### src/rtl/core/gapw_ring_mem.sv
`timescale 1ns / 1ps
// ----------------------------------------------------------------------------
// gapw_ring_mem: descriptor storage
// Simple dual-port ring memory, one write and one registered read a cycle.
// ----------------------------------------------------------------------------
module gapw_ring_mem #(
  parameter int DEPTH = 64,
  parameter int DW    = 65
) (
  input  logic                     clk,
  input  logic                     we,
  input  logic [$clog2(DEPTH)-1:0] waddr,
  input  logic [DW-1:0]            wdata,
  input  logic [$clog2(DEPTH)-1:0] raddr,
  output logic [DW-1:0]            rdata
);

  logic [DW-1:0] mem [DEPTH];

  always_ff @(posedge clk) begin
    if (we) begin
      mem[waddr] <= wdata;
    end
  end

  always_ff @(posedge clk) begin
    rdata <= mem[raddr];
  end

endmodule

### config.mk
export PLATFORM = sky130hd
export DESIGN_NAME = gapw_ring_mem
export DESIGN_NICKNAME = d
export VERILOG_FILES = /design/src/rtl/core/gapw_ring_mem.sv
export SDC_FILE = /design/constraint.sdc
export NUM_CORES = 2
export LEC_CHECK = 0
export BUFFER_PORTS_ARGS = -buffer_cell sky130_fd_sc_hd__buf_2
export CAP_MARGIN = 20
export CORE_MARGIN = 1
export CORE_UTILIZATION = 33
export DETAILED_ROUTE_END_ITERATION = 16
export GPL_ROUTABILITY_DRIVEN = 1
export GPL_TIMING_DRIVEN = 0
export PLACE_DENSITY_LB_ADDON = 0.25
export SKIP_LAST_GASP = 1
export SLEW_MARGIN = 20
export SYNTH_ARGS = -nofsm -noshare
export SYNTH_HDL_FRONTEND = slang
export SYNTH_MEMORY_MAX_BITS = 65536
export SYNTH_SLANG_ARGS = --single-unit
### constraint.sdc
create_clock -name clk -period 6.7 [get_ports clk]
set_input_delay 1.005 -clock clk [delete_from_list [all_inputs] [get_ports clk]]
set_output_delay 1.005 -clock clk [all_outputs]
set_load 0.02 [all_outputs]
==> summary.txt <==
Worst-case reg-to-reg path depth: 4
EDFF count, synth: 4,160
Status: finished, final reports clean
Min-Delay Path Class: in2reg
Asr flop ratio synth: 0%
DR WL/cell: 38.9 um
Drt pass-1 iters: 5
Switch share: 22.5%
Power Density: 299 nW/um^2
Power share of the clock group: 42.9%
Port Buffer Count: 136
CP Max Fanout: 10
Yosys cell types: 27
Tightest Pin Transition: 1260 ps
CTS resizes: 0
DRC violations left: 0
Clock skew: 62.8 ps
Clk Latency, worst-skew pair: 1030 ps
Root Driver: clkbuf_16
Syn_area_per_cell: 24.0 um^2
Critical Path Most Common Cell: buf_2
Mux contribution to synthesized area: 15.4%
Vias: 81.5k
Storage element area: 126,000 um^2
Crit path cell chain: buf_2 > buf_2 > nor2b_1 > buf_2 > clkbuf_1 > a22oi_1 > nand3b_1 > o211a_1
Reg2Reg Setup Slack: 4160 ps
Max Clk Rate: 219 MHz
R2R Path Start: mem[43][17]
All-Layer GR Usage: 22.8%
Seq/Total Area, Yosys: 79.7%
Flops & latches, synth: 4,225
CP max stage cell: buf_2
Sequential share of power: 51.6%
Post-CTS Hold Buffers: 0
Max-cap violation count: 0
Final Critical Period: 4570 ps
Crit. End Element: flop
Layout fillers: 41.9k
Area share of fa/ha/maj cells after synthesis: 0%
RR Endpoint: rdata[17]
Top Family by Delay on Critical Path: buffers and inverters
Dpl cells: 13.5k
RSZ-0062 raised after global routing: false
Worst path required time: 7610 ps
Area Overhead vs Synth: 20.2%
Compound-cell area share of the yosys netlist: 2.72%
Top post-synthesis cells by count: 4,160 x edfxtp_1, 1,040 x mux4_2, 260 x a22oi_1, 186 x buf_2, 130 x o22ai_1
Pwr Total: 56,800 uW
Pin count of the biggest net entering global routing: 65
Die X: 695 um
Post-synthesis xor/xnor area fraction: 0%
Startpoint types: input pin
Initial antenna violation count: 55
Vias in the first global route: 79.9k
Max rail drop VDD: 0.232 mV
Final Max Slew Viols: 0
CTS max path bufs: 4
Ys flop type: edfxtp_1
Syn Nets: 6,685
Initial Util: 33.1%
Top-count cell post-synth: edfxtp_1
Setup TNS: 0 ps
Relative slew slack: 15.9%
Synthesized cell area: 158,000 um^2
Switch Pwr: 12,800 uW
Synth area leaders: edfxtp_1 79%, mux4_2 15%, a22oi_1 1.2%
Worst Hold End: mem[26][38]
Leak: 0.0592 uW
TritonCTS Buffers: 439
First-pass GRT wire length: 736,000 um
I/O Pins: 144
CTS Sinks: 4,225
Critical path class: in2reg
Largest stage delay on the critical path: 1000 ps
Non-filler cells, final: 14.4k
Multi-input logic area: 30,700 um^2
Synth Instances: 6,606
# nets final: 7,649
Worst hold start: wdata[38]
Warning count from the yosys run: 0
Die Ht: 695 um
Core area: 478,000 um^2
Share of cells above drive strength 1: 32.1%
Post-synth top area cell: edfxtp_1
CP Buf/Inv Count: 4
Clock-pin slew on the worst setup and hold paths: 60 ps
Largest family of logic cells by synthesized area: multiplexers
Grt ovf: 0
Die area: 483,000 um^2
DR vias/cell: 5.67
Drt total wl: 560,000 um
CTS tree: built
GP Congestion: 0.788
Hpwl dp: 394,000 um
Number of core rows: 254
Final Cycle Share: 68.2%
Final Hold Fails: 0
Simple-gate share of the synthesized area: 0.911%
Worst hold slack: 419 ps
Hold path depth: 1
H-tree depth: 5
Setup violations, final: 0
Critical Path AT: 5480 ps
Antenna Nets Post-Route: 0
Post-CTS setup buffer count: 0
Int Power: 44,100 uW
Share of the synthesized area in the top cell type: 78.9%
Combinational Power Share: 5.5%
DR iter-0 viols: 12.0k
## stage by stage
stage	instance area (um^2)	util [%]	setup slack [ps]
5_1_grt	190000	39.8	2140
4_1_cts	190000	39.8	2080
3_5_place_dp	176000	36.8	956
6_report	190000	39.8	2130
2_1_floorplan	158000	-	189
3_3_place_gp	167000	34.9	-8210
## flip-flops by register name (all words and copies together), names as in the netlist
signal  flops
mem      4160
rdata      65
## power by group through the flow
stage,clock (uW),sequential [uW],combinational [uW]
4_1_cts,24700,29300,3160
3_3_place_gp,0,29900,2990
2_1_floorplan,0,30000,1350
3_5_place_dp,0,29900,3160
5_1_grt,25600,29300,3260
6_report,24400,29300,3150
## per-layer routing
metal / wire (um) / global-route usage, %
met1: 208000 / 29.5
met2: 272000 / 37.6
met3: 55300 / 4.81
met4: 24500 / 9.11
met5: 194 / 0
## cell usage in the layout (no fill, tap or decap), types with 41 or more instances in the layout
cell,count
a211oi_1,63
a22oi_1,260
buf_12,244
buf_16,115
buf_2,281
buf_4,99
bufinv_16,44
clkbuf_1,162
clkbuf_16,441
clkinv_1,92
clkinv_2,86
dfxtp_1,65
diode_2,41
edfxtp_1,4160
mux2i_1,103
mux4_2,1040
nand3_1,115
nor2_1,49
nor2_4,63
o211a_1,65
o221ai_1,46
o22ai_1,130
## layout make-up
type | count | area share, %
clock buffers | 523 | 5.96
multi-input cells | 2004 | 16.1
plain buffers | 377 | 1.04
clock inverters | 285 | 1.48
flip-flops and latches | 4225 | 66.3
diodes | 41 | 0.0539
well taps | 6400 | 4.21
repair buffers | 523 | 4.77
## worst max path at each step
stage	cells after the start	slack, ps	from	end
2_1_floorplan	4	190	waddr[3]	mem[48][0]
3_3_place_gp	4	-8210	waddr[3]	mem[48][4]
3_5_place_dp	8	960	raddr[2]	rdata[40]
4_1_cts	8	2080	raddr[2]	rdata[40]
5_1_grt	8	2140	raddr[2]	rdata[40]
6_report	8	2130	raddr[2]	rdata[40]
## cell families (layout without fill, tap and decap cells)
kind of cell,count (synthesis),in the layout
DFF,4225,4225
muxes,1143,1143
AOI/OAI and AO/OA,566,566
buffers and inverters,377,1708
and+or+nand+nor,295,295
other,0,41
Power figures use the tool's default switching activity.
