<file path="src/rtl/core/gapw_pkg.sv">
`timescale 1ns / 1ps
// ----------------------------------------------------------------------------
// gapw_pkg: shared constants for the replay window
// Field widths, command codes and the millisecond scale used by the
// retention check.
// ----------------------------------------------------------------------------
package gapw_pkg;

  localparam int PTS_W    = 48;   // timestamp width, two's complement ms
  localparam int WIN_W    = 16;   // window register width, whole seconds
  localparam int HDL_W    = 16;   // handle width on the channel
  localparam int OFS_W    = 6;    // read offset width
  localparam int CNT_W    = 7;    // evicted count and occupancy width
  localparam int MS_PER_S = 1000;

  // Largest threshold is (65535 + 1) * 1000, which needs 26 bits.
  localparam int THR_W = 27;
  localparam logic [WIN_W-1:0] WIN_RESET = 16'd10;

  localparam logic CMD_APPEND = 1'b0;
  localparam logic CMD_READ   = 1'b1;

endpackage

</file>
<file path="src/rtl/core/gap_aligned_top_placeholder_never_used.sv">
`timescale 1ns / 1ps
// ----------------------------------------------------------------------------
// gapw_ofs_slot: ring slot of an offset
// Maps an offset from the oldest entry to its ring slot, wrapping once.
// ----------------------------------------------------------------------------
module gapw_ofs_slot #(
  parameter int DEPTH = 64
) (
  input  logic [$clog2(DEPTH)-1:0] head,
  input  logic [gapw_pkg::OFS_W-1:0] offset,
  output logic [$clog2(DEPTH)-1:0] slot
);
  import gapw_pkg::*;

  localparam int AW = $clog2(DEPTH);
  localparam int SW = ((AW > OFS_W) ? AW : OFS_W) + 1;

  logic [SW-1:0] sum;
  logic [SW-1:0] wrapped;

  // Only offsets below the occupancy are used, so the sum stays below
  // twice the depth and one subtract wraps it.
  assign sum     = SW'(head) + SW'(offset);
  assign wrapped = (sum >= SW'(DEPTH)) ? (sum - SW'(DEPTH)) : sum;
  assign slot    = wrapped[AW-1:0];

endmodule

</file>
<file path="config.mk">
export PLATFORM = sky130hd
export DESIGN_NAME = gapw_ofs_slot
export DESIGN_NICKNAME = d
export VERILOG_FILES = /design/src/rtl/core/gapw_pkg.sv /design/src/rtl/core/gap_aligned_top_placeholder_never_used.sv
export SDC_FILE = /design/constraint.sdc
export NUM_CORES = 1
export LEC_CHECK = 0
export BUFFER_PORTS_ARGS = -buffer_cell sky130_fd_sc_hd__buf_2
export CELL_PAD_IN_SITES_DETAIL_PLACEMENT = 1
export CELL_PAD_IN_SITES_GLOBAL_PLACEMENT = 1
export CORE_AREA = 2 2 39 41
export DETAILED_ROUTE_END_ITERATION = 6
export DIE_AREA = 0 0 41 43
export GPL_TIMING_DRIVEN = 0
export PLACE_DENSITY_LB_ADDON = 0.1
export SYNTH_ARGS = -nofsm -noshare
export SYNTH_HDL_FRONTEND = slang
export SYNTH_SLANG_ARGS = --single-unit
</file>
<file path="constraint.sdc">
create_clock -name vclk -period 1.15
set_input_delay 0 -clock vclk [all_inputs]
set_output_delay 0 -clock vclk [all_outputs]
set_load 0.01 [all_outputs]
</file>
==> flow_metrics.py <==
metrics = {
    "grt": {
        "grtUsageMet2_pct": 13.8,
        "grt_max_degree": 5,
        "met1_usage_pct": 6.67,
        "busiest_layer": "met2",
        "grt_pass1_vias": 224,
        "met3_usage_pct": 0,
        "antenna_found_initial": 0,
        "grt_pass1_wl_um": 841,
        "overflow": 0,
        "groute.usage.overall_pct": 6.50,
    },
    "logic_synthesis": {
        "synth_area_leaders": "ha_1, xnor2_1, fa_1",
        "syn_avg_cell_area_sq_um": 9.81,
        "yosysWarningCount": 0,
        "synthesis.area_sq_um": 186,
        "synthCells": 19,
        "ys_seq_area_share_pct": 0,
        "synth_nets": 37,
        "synthDistinctLibCells": 11,
        "synth_top_area_share_pct": 33.6,
        "yosys.area.top_type": "ha_1",
    },
    "sta": {
        "hold_viol": 0,
        "layout_setup_ws_ps": -59.0,
        "finalMaxSlewViolations": 0,
        "post-route-period-util_pct": 105,
        "relSlewSlack_pct": 88.6,
        "fmax_mhz": 827,
        "setup_viol": 1,
        "post-route-min-period_ps": 1210,
        "worst_pin_slew_ps": 171,
        "rsz0062_at_grt": "true",
    },
    "die": {
        "ios": 18,
        "die_x_um": 41,
        "start_util_pct": 13.5,
        "dieArea_sq_um": 1760,
        "coreArea_sq_um": 1380,
        "row_count": 14,
        "die_h_um": 43,
    },
    "setup_path": {
        "cp-end-kind": "primary output",
        "crit_slowest_cell": "fa_2",
        "crit_chain": "buf_6 > ha_4 > fa_2 > a21o_2 > a21oi_2 > xnor2_1 > buf_2",
        "crit_path_start_kind": "input port",
        "worstPathMaxFanout": 2,
        "cp_slowest_stage_delay_ps": 340,
        "path_class": "in2out",
        "worst_ep_required_time_ps": 1150,
        "critPathArrivalTime_ps": 1210,
    },
    "final_layout": {
        "nNetsFinal": 59,
        "ff_latch_area_sq_um": 0,
        "clock_buffers": 0,
        "nFillCells": 175,
        "area_growth_pct": 90.6,
        "drive_above_1_share_pct": 69.2,
        "antennaDiodeCount": 0,
        "seq_cell_count": 0,
    },
    "placed_design": {
        "gp_congestion": 0.641,
        "pre_cts_ws_ps": -240,
        "hpwl_um": 453,
        "port_buffers": 18,
    },
    "detailed_routing": {
        "wl_per_cell_um": 9.76,
        "first_pass_iters": 2,
        "drc": 0,
        "vias": 225,
        "vias_per_cell": 4.09,
        "drtIter0Drc": 3,
        "ant_nets": 0,
        "finalWirelength_um": 537,
    },
    "run": {
        "max-cap-violations": 0,
    },
    "power": {
        "pwr_density_cell_nw_per_um2": 541,
        "power_mw": 0.192,
        "vdd_drop_max_uv": 136,
        "power_leakage_nw": 0.172,
    },
    "worst_hold_path": {
        "whs_path_depth": 3,
        "hold_path.class": "in2out",
    },
    "clock_tree": {
        "ctsHoldBuffers": 0,
    },
    "outcome": {
        "violations": "setup timing",
        "outcome": "complete, but fails checks",
    },
}
-- what timing repair did --
item	CTS	global route
buffers inserted	2	0
endpoints found under the hold margin	0	0
pin swaps	7	3
endpoints found under the setup margin	2	2
gates resized for setup	6	0
-- worst paths after layout --
check                  from       to  slack [ps]
setup / recovery    head[0]  slot[4]         -60
hold / removal    offset[0]  slot[0]         290
-- final cells by class --
class,count,area (sq um),area share (%)
tap,16,20.0,5.63
timing repair buffer,20,118,33.1
multi-input combinational,19,218,61.3
-- stage by stage --
step	hold WS, ps	setup TNS (ps)	cells	area [sq um]	utilization, %
after floorplan	140	0	19	189	-
after CTS	294	-65.4	55	355	25.7
after global routing	304	-217	55	355	25.7
after detailed placement	305	-272	53	299	21.6
after global placement	296	-251	53	299	21.6
final	291	-59.0	55	355	25.7
-- power by group --
part	internal [mW]	total, mW	switching, mW
clock	0	0	0
sequential	0	0	0
combinational	0.103	0.192	0.0897
-- cells in the final DEF, fill, tap and decap left out --
cell type / count
buf_4: 2
a21oi_2: 2
o21bai_1: 1
a21o_2: 1
fa_2: 1
ha_1: 3
a21oi_1: 1
a211oi_2: 1
buf_6: 2
xor2_1: 2
ha_4: 2
buf_2: 16
xnor2_1: 3
a21o_1: 1
o21ai_0: 1
-- cells by family after synthesis --
| logic type | synth area share (%) |
|---|---|
| AOI/OAI and AO/OA | 32.2 |
| adders and majority gates | 44.3 |
| xor gates and xnor gates | 23.5 |
-- synth_stat cells, drive strengths merged --
master and count:
ha 5, fa 1, xor2 2, a21o 2, a21oi 3, o21ai 1
a211oi 1, o21bai 1, xnor2 3
-- critical path: cells and delay by family --
| kind | cells | cell delay [ps] |
|---|---|---|
| xor gates and xnor gates | 1 | 120 |
| adders and majority gates | 2 | 490 |
| AOI/OAI and AO/OA | 2 | 360 |
| buffers and inverters | 2 | 250 |
-- metal layers --
layer  vias to the layer above  part of all wire, %
met5                         -                    0
met4                         0                    0
met3                         0                  6.7
met2                         7                   58
met1                       107                   35
li1                        111                    -
Note: power is estimated with default switching activity, not from simulation.
