==> src/rtl/core/gapw_pkg.sv <==
`timescale 1ns / 1ps
// ----------------------------------------------------------------------------
// gapw_pkg: shared constants for the replay window
// Field widths, command codes and the millisecond scale used by the
// retention check.
// ----------------------------------------------------------------------------
package gapw_pkg;

  localparam int PTS_W    = 48;   // timestamp width, two's complement ms
  localparam int WIN_W    = 16;   // window register width, whole seconds
  localparam int HDL_W    = 16;   // handle width on the channel
  localparam int OFS_W    = 6;    // read offset width
  localparam int CNT_W    = 7;    // evicted count and occupancy width
  localparam int MS_PER_S = 1000;

  // Largest threshold is (65535 + 1) * 1000, which needs 26 bits.
  localparam int THR_W = 27;
  localparam logic [WIN_W-1:0] WIN_RESET = 16'd10;

  localparam logic CMD_APPEND = 1'b0;
  localparam logic CMD_READ   = 1'b1;

endpackage

==> src/rtl/core/gapw_span_cmp.sv <==
`timescale 1ns / 1ps
// ----------------------------------------------------------------------------
// gapw_span_cmp: retention span comparator
// Decides whether the newest minus the oldest timestamp, truncated to whole
// seconds, is past the window.
// ----------------------------------------------------------------------------
module gapw_span_cmp
  import gapw_pkg::*;
(
  input  logic signed [PTS_W-1:0] newest_pts,
  input  logic signed [PTS_W-1:0] oldest_pts,
  input  logic [THR_W-1:0]        thr_ms,
  output logic                    exceeded
);

  logic [PTS_W:0] diff;

  // For a positive span, trunc(d / 1000) > W holds exactly when
  // d >= 1000 * (W + 1); a zero or negative span never exceeds the window.
  assign diff     = {newest_pts[PTS_W-1], newest_pts} - {oldest_pts[PTS_W-1], oldest_pts};
  assign exceeded = !diff[PTS_W] && (diff[PTS_W-1:0] >= PTS_W'(thr_ms));

endmodule

==> config.mk <==
export PLATFORM = sky130hd
export DESIGN_NAME = gapw_span_cmp
export DESIGN_NICKNAME = d
export VERILOG_FILES = /design/src/rtl/core/gapw_pkg.sv /design/src/rtl/core/gapw_span_cmp.sv
export SDC_FILE = /design/constraint.sdc
export NUM_CORES = 1
export LEC_CHECK = 0
export BUFFER_PORTS_ARGS = -buffer_cell sky130_fd_sc_hd__clkbuf_2
export CORE_MARGIN = 2
export CORE_UTILIZATION = 59
export DETAILED_ROUTE_END_ITERATION = 6
export PLACE_DENSITY_LB_ADDON = 0.1
export SKIP_LAST_GASP = 1
export SLEW_MARGIN = 0
export SYNTH_ARGS = -nofsm -noshare
export SYNTH_HDL_FRONTEND = slang
export SYNTH_SLANG_ARGS = --single-unit
export TNS_END_PERCENT = 30
==> constraint.sdc <==
create_clock -name vclk -period 8.1
set_clock_uncertainty 0.1 [all_clocks]
set_input_delay 0.405 -clock vclk [all_inputs]
set_output_delay 0.405 -clock vclk [all_outputs]
set_load 0.03 [all_outputs]
==> results summary, run 1 <==
The worst setup margin is 2470 ps. The post-layout net count is 880. The number of detailed-routing iterations run before antenna repair came out at 5. The number of buffers inserted for hold repair after clock tree synthesis is 0. The number of gates resized after CTS is 0. The sequential standard cell area came out at 0 sq um. The number of maximum-capacitance violations came out at 0. The standard-cell row count came out at 29. The final hold violation count is 0. In this run, flip-flops and latches consume 0% of the power. The total power of the final layout came out at 0.363 mW. The measured slew at the worst slew-check pin is 841 ps. The number of setup buffers added after CTS is 0. The count of final max-slew check failures came to 0. The maximum vdd drop is 0.0000624 V. The cell total after placement is 756. The final critical-path share of the clock period came out at 69.5%.

The post-synthesis cell count is 569. The flow ran to the end, and the final reports show no timing, DRC or antenna violations. The global route total overflow is 0.

The per-cell via count in the routed design came out at 5.97. The signal on the critical path passes through clkbuf_2 > inv_1 > ha_1 > inv_1 > fa_1 > a21o_1 > a221oi_4 > nor3_1 > o21bai_2 > and2_1 > o21ai_0 > xor2_1 > ha_1 > a221oi_1 > o21ai_0 > a211oi_1 > o211ai_1 > or4_1 > nor4_1 > nand4_1 > nor4_1 > a31oi_1 > clkbuf_2. At the end of routability-driven placement, the weighted congestion stood at 0.975. The average wire per cell in the routed design came out at 14.2 um. The worst setup path is captured at an output pin.

The sum of negative setup slack is 0 ps. The die covers 7060 sq um. The detailed-route DRC error count is 0.

After the first detailed-routing iteration, the DRC count stood at 249. The number of antenna violations at the first check in global routing came to 0. Input and output buffers added on the ports amount to 124. The critical path contains buffers and inverters numbering 4 combined.

The worst hold path passes through 5 cells. The count of pins on the block boundary came out at 124. The clock tree buffer count of the final layout came out at 0. The number of nets handed over by synthesis was 768.

The data required time at the worst endpoint is 7600 ps. Entering global routing, the biggest net connects 11 pins. The area growth from synthesis to layout is 17.5%. The number of nets with antenna violations after routing is 0.

The final critical-path required period came out at 5630 ps. The critical-path maximum fanout came out at 5. In the layout the commonest cells are sky130_fd_sc_hd__clkbuf_2, sky130_fd_sc_hd__inv_1, sky130_fd_sc_hd__ha_1. The wire length of the first global-routing pass came out at 18,400 um.

The cell-internal power is 0.158 mW. The static leakage came out at 2.41 nW. The sequential-to-total area share from yosys stat came out at 0%.

In this run the vertical extent of the chip is 84.0 um. The die width is 84.0 um. The layout sequential cell count is 0. The floorplan step defined a core boundary enclosing 6280 sq um. The tightest min-delay check is of the input port to output pin type. The post-placement setup slack came out at 2520 ps. The data arrival time of the critical path came out at 5120 ps. The power share of the clock group came out at 0%.

The delay contributed by the slowest stage of the critical path came out at 530 ps. On the critical path the largest part of the delay comes from compound AO/OA/AOI/OAI gates. The kind of start point of the critical path is an input port.

The via total after detailed routing is 4,516. The library cell used most frequently in the layout, excluding fill and tap cells, is sky130_fd_sc_hd__clkbuf_2. The final standard cell area without fillers came out at 4440 sq um.

The final setup violation count came out at 0. The total number of yosys warnings is 0. The part of the total power dissipated in combinational logic is 100.0%.

The detailed-placement wirelength estimate came out at 9420 um. The fraction of power spent switching nets came out at 56.5%. The total routed wirelength is 10,800 um. Among all stages on the critical path, the largest delay is contributed by sky130_fd_sc_hd__or4_1. The cell area after placement is 4440 sq um.

The number of standard cells in the final layout excluding fillers came out at 756. The overall track demand over capacity in global routing came out at 30.1%. The synthesized netlist occupies a cell area of 3780 sq um. The unique cell type count in the Yosys netlist is 63.

For this design the ratio of total power to cell area is 81.6 nW/um^2. The number of antenna diodes in the final layout is 0. In this run the tightest slew margin relative to its limit is 43.6%. The number of cells on the critical path is 23.

The maximum clock frequency is 178 MHz. The number of global-route vias before repair came out at 4,303. The mean post-synth cell area came out at 6.64 sq um. Setup repair after global routing left no endpoint under its margin. The proportion of layout cells with a drive suffix above 1 came out at 20.3%. The critical path in this run is classified as input port to output pin. Once the floorplan was initialized, standard cells occupied 60.2% of the core.

The net switching power figure came out at 0.205 mW.
==> final timing paths <==
path                  startpoint       end  slack [ps]
hold / removal    newest_pts[46]  exceeded        1360
setup / recovery   newest_pts[0]  exceeded        2470
==> layout make-up <==
class / instances / area (sq um)
multi-input cells: 466 / 3390
fillers: 584 / 1840
repair buffers: 124 / 621
inverters: 89 / 334
well taps: 77 / 96.3
==> cell families (layout without fill, tap and decap cells) <==
group	count (synthesis)	in the layout	synth area share [%]
xor gates and xnor gates	31	31	7.18
and+or+nand+nor	153	153	19.9
muxes	3	3	0.828
AOI/OAI and AO/OA	203	203	36.4
adders and majority gates	76	76	25.4
buffers and inverters	103	213	10.3
==> cell usage after synthesis, drive strengths merged (5+ instances only) <==
| cell | instances | area share [%] |
|---|---|---|
| a211oi | 9 | 1.8 |
| nor3 | 12 | 1.6 |
| xnor2 | 19 | 4.4 |
| o21ai | 37 | 4.9 |
| or3 | 5 | 0.86 |
| o211ai | 7 | 1.4 |
| ha | 75 | 25 |
| nand2 | 45 | 4.5 |
| o2111ai | 5 | 1.2 |
| inv | 89 | 8.8 |
| a31oi | 8 | 1.3 |
| nand4 | 16 | 2.6 |
| nand3 | 7 | 0.93 |
| nor2b | 7 | 1.2 |
| nor2 | 37 | 3.7 |
| clkbuf | 12 | 1.2 |
| a21o | 21 | 4.2 |
| o21a | 11 | 2.2 |
| xor2 | 12 | 2.8 |
| o21bai | 8 | 1.7 |
| a21oi | 63 | 8.3 |
| o31ai | 5 | 1.1 |
==> metal layers <==
layer,up-vias,global-route usage [%],wire (um)
met3,18,1.38,607
met2,171,56.3,5300
li1,2302,-,-
met1,2025,37.6,4680
met4,0,6.60,174
met5,-,0,0
==> worst min-delay path, stage by stage <==
cell                       delay (ps)
sky130_fd_sc_hd__clkbuf_2          80
sky130_fd_sc_hd__ha_1             190
sky130_fd_sc_hd__xnor2_1          130
sky130_fd_sc_hd__a31oi_1           80
sky130_fd_sc_hd__clkbuf_2         180
==> through the flow <==
step	hold slack [ps]	util, %
finish	1360	70.8
detailed placement	1360	70.8
floorplan	1160	-
global route	1400	70.8
CTS	1360	70.8
global placement	1350	70.8
==> power by group through the flow <==
stage               clock network (mW)  logic (mW)  registers (mW)
floorplan                            0       0.258               0
global placement                     0       0.344               0
detailed placement                   0       0.356               0
CTS                                  0       0.359               0
global route                         0       0.405               0
finish                               0       0.363               0
Note: power is estimated with default switching activity, not from simulation.
==> run 2: changes to the inputs <==
--- a/config.mk
+++ b/config.mk
@@ -7,7 +7,7 @@
 export LEC_CHECK = 0
 export BUFFER_PORTS_ARGS = -buffer_cell sky130_fd_sc_hd__clkbuf_2
 export CORE_MARGIN = 2
-export CORE_UTILIZATION = 59
+export CORE_UTILIZATION = 55
 export DETAILED_ROUTE_END_ITERATION = 6
 export PLACE_DENSITY_LB_ADDON = 0.1
 export SKIP_LAST_GASP = 1
==> constraint.sdc (replaced) <==
create_clock -name vclk -period 5.5
set_clock_uncertainty 0.1 [all_clocks]
set_input_delay 0.275 -clock vclk [all_inputs]
set_output_delay 0.275 -clock vclk [all_outputs]
set_load 0.03 [all_outputs]
==> run 2 against run 1 <==
Compared with the run above:
- critical path depth unchanged
- critical endpoint unchanged
- largest cell class unchanged
- sequential cell count unchanged
- via count decreased by 0.95%
- total power grew 51%
- largest power group unchanged
- core utilization down 2.9 points
- setup slack worse by 2200 ps
- global-route usage shrank 1.3 points
==> results summary, run 2 (synthesis gave the netlist of run 1 again) <==
The run finished with clean final reports. The number of maximum-capacitance violations came out at 0. The total power of the final layout is 0.548 mW. The routability congestion estimate came out at 0.901. The worst setup path is captured at an output pin.

At the end of the flow, the number of nets in the layout was 882. The setup path with the least slack is of type input port to output pin. The start point of the worst hold path is newest_pts[47].

The clock tree buffer count of the final layout came out at 0. Data on the critical path arrives at its endpoint at 4830 ps. Of the total power, registers draw 0%. The detailed-route DRC error count is 0. The proportion of layout cells with a drive suffix above 1 is 22.3%. The sequential standard cell area is 0 sq um. Of the total power, the share spent switching nets is 56.6%. The number of inserted diodes is 0. The cell area after placement is 4450 sq um. Dividing total power by cell area gives a power density of 120 nW/um^2. The library cell used most frequently in the layout, excluding fill and tap cells, is sky130_fd_sc_hd__clkbuf_2. The initial utilization of the core area, before any placement, comes to 56.3%. In this run the worst hold path is classified as input port to output pin. The final setup violation count came out at 0. The worst slew slack as a fraction of its limit is 45.4%.

Leaving out fill and tap cells, the most frequent cells in the layout are sky130_fd_sc_hd__clkbuf_2, sky130_fd_sc_hd__inv_1, sky130_fd_sc_hd__ha_1. The standard cell core area is 6720 sq um. The net switching power figure came out at 0.310 mW.

The fill cell total of the finished layout came out at 595. Buffers placed on the I/O ports in this run total 124. Cells fill 67.9% of the core in the end.

In the finished design, the share of the clock period the worst path needs comes to 94.6%. The final standard cell area without fillers came out at 4560 sq um. Entering global routing, the biggest net connects 11 pins. The standard-cell row count is 30. The final hold violation count is 0. In this run, post-CTS hold repair placed 0 buffers. The number of antenna violations at the first check in global routing came to 0. At the pin with the least slew margin, the transition time is 814 ps. The number of violations reported at the end of detailed-routing iteration 0 is 247. The die is 86.9 um tall. For this run, the detailed router's first-pass iteration total came to 5. The static leakage is 2.43 nW. The detail route stage leaves a number of antenna-violating nets equal to 0.

The post-placement setup slack is 143 ps. The via total after detailed routing is 4,473. The layout sequential cell count came out at 0. The overall track demand over capacity in global routing came out at 28.9%. The die width is 86.9 um. The footprint of the multi-input gates came out at 3490 sq um. The maximum clock frequency is 192 MHz.

The wire length of the first global-routing pass is 18,400 um. The per-cell via count in the routed design is 5.88. The total routed wirelength came out at 11,200 um. The average wire per cell in the routed design is 14.7 um. The count of pins on the block boundary came out at 124.

In this run the worst path has a maximum fanout of 5. The maximum vdd drop came out at 0.0000598 V. In this run the worst setup path begins at newest_pts[0].

The detailed-placement wirelength estimate is 9580 um. The number of global-route vias before repair was 4,304. The kind of start point of the critical path is an input port. The total overflow left after global routing is 0.

Cell internal power was estimated by the tool at 0.238 mW. The die covers 7550 sq um. The final critical-path required period came out at 5210 ps. The worst setup margin is 295 ps. The power share of the clock group came out at 0%. The count of final max-slew check failures is 0. The part of the total power dissipated in combinational logic is 100.0%. The data required time at the worst endpoint is 5120 ps. The area growth from synthesis to layout came out at 20.6%.
## run 2: cell types whose count changed in the layout (fill, tap and decap cells not counted), sizes merged
cell	change
buf	+3
clkbuf	-1
## run 2: worst paths after layout
| kind | depth (start not counted) | slack, ps | endpoint |
|---|---|---|---|
| max | 23 | 290 | exceeded |
| min | 6 | 1100 | exceeded |
## run 2: power groups by stage
stage	clock, mW	sequential [mW]	combinational [mW]
finish	0	0	0.548
global route	0	0	0.613
CTS	0	0	0.528
detailed placement	0	0	0.525
global placement	0	0	0.512
floorplan	0	0	0.381
## run 2: layout make-up
cell class | count | share of cell area, %
repair buffers | 126 | 13.9
inverters | 89 | 7.33
well taps | 80 | 2.20
multi-input cells | 466 | 76.5
## run 2: stage by stage
stage          setup TNS, ps  cells  hold slack (ps)
6_report                   0    761             1100
5_1_grt                -26.3    761             1140
4_1_cts                    0    760             1110
3_5_place_dp               0    760             1110
3_3_place_gp               0    760             1090
2_1_floorplan              0    569              904
## run 2: critical path, stage by stage
cell and delay [ps]:
sky130_fd_sc_hd__clkbuf_2 80, sky130_fd_sc_hd__inv_1 50, sky130_fd_sc_hd__ha_1 160, sky130_fd_sc_hd__inv_1 60, sky130_fd_sc_hd__fa_1 400, sky130_fd_sc_hd__a21o_1 220, sky130_fd_sc_hd__a221oi_4 300, sky130_fd_sc_hd__buf_4 190
sky130_fd_sc_hd__o221a_4 200, sky130_fd_sc_hd__o41a_4 210, sky130_fd_sc_hd__or2b_1 270, sky130_fd_sc_hd__xor2_1 150, sky130_fd_sc_hd__ha_1 180, sky130_fd_sc_hd__a21o_1 150, sky130_fd_sc_hd__a21o_1 160, sky130_fd_sc_hd__a21oi_1 170
sky130_fd_sc_hd__a21oi_1 130, sky130_fd_sc_hd__or4_1 530, sky130_fd_sc_hd__nor4_2 220, sky130_fd_sc_hd__nand4_1 150, sky130_fd_sc_hd__nor4_2 290, sky130_fd_sc_hd__a31oi_1 100, sky130_fd_sc_hd__buf_2 190
## run 2: what timing repair did
item | in CTS | in global routing
endpoints found under the hold margin | 0 | 0
setup endpoints to repair | 0 | 1
resized for setup | 0 | 17
setup buffers | 0 | 1
## run 2: layer usage
metal / wire, um / GRT usage (%) / vias up
met3: 583 / 0.569 / 20
met4: 243 / 5.40 / 0
met1: 4930 / 36.7 / 2007
met5: 0 / 0 / -
met2: 5420 / 54.3 / 149
li1: - / - / 2297
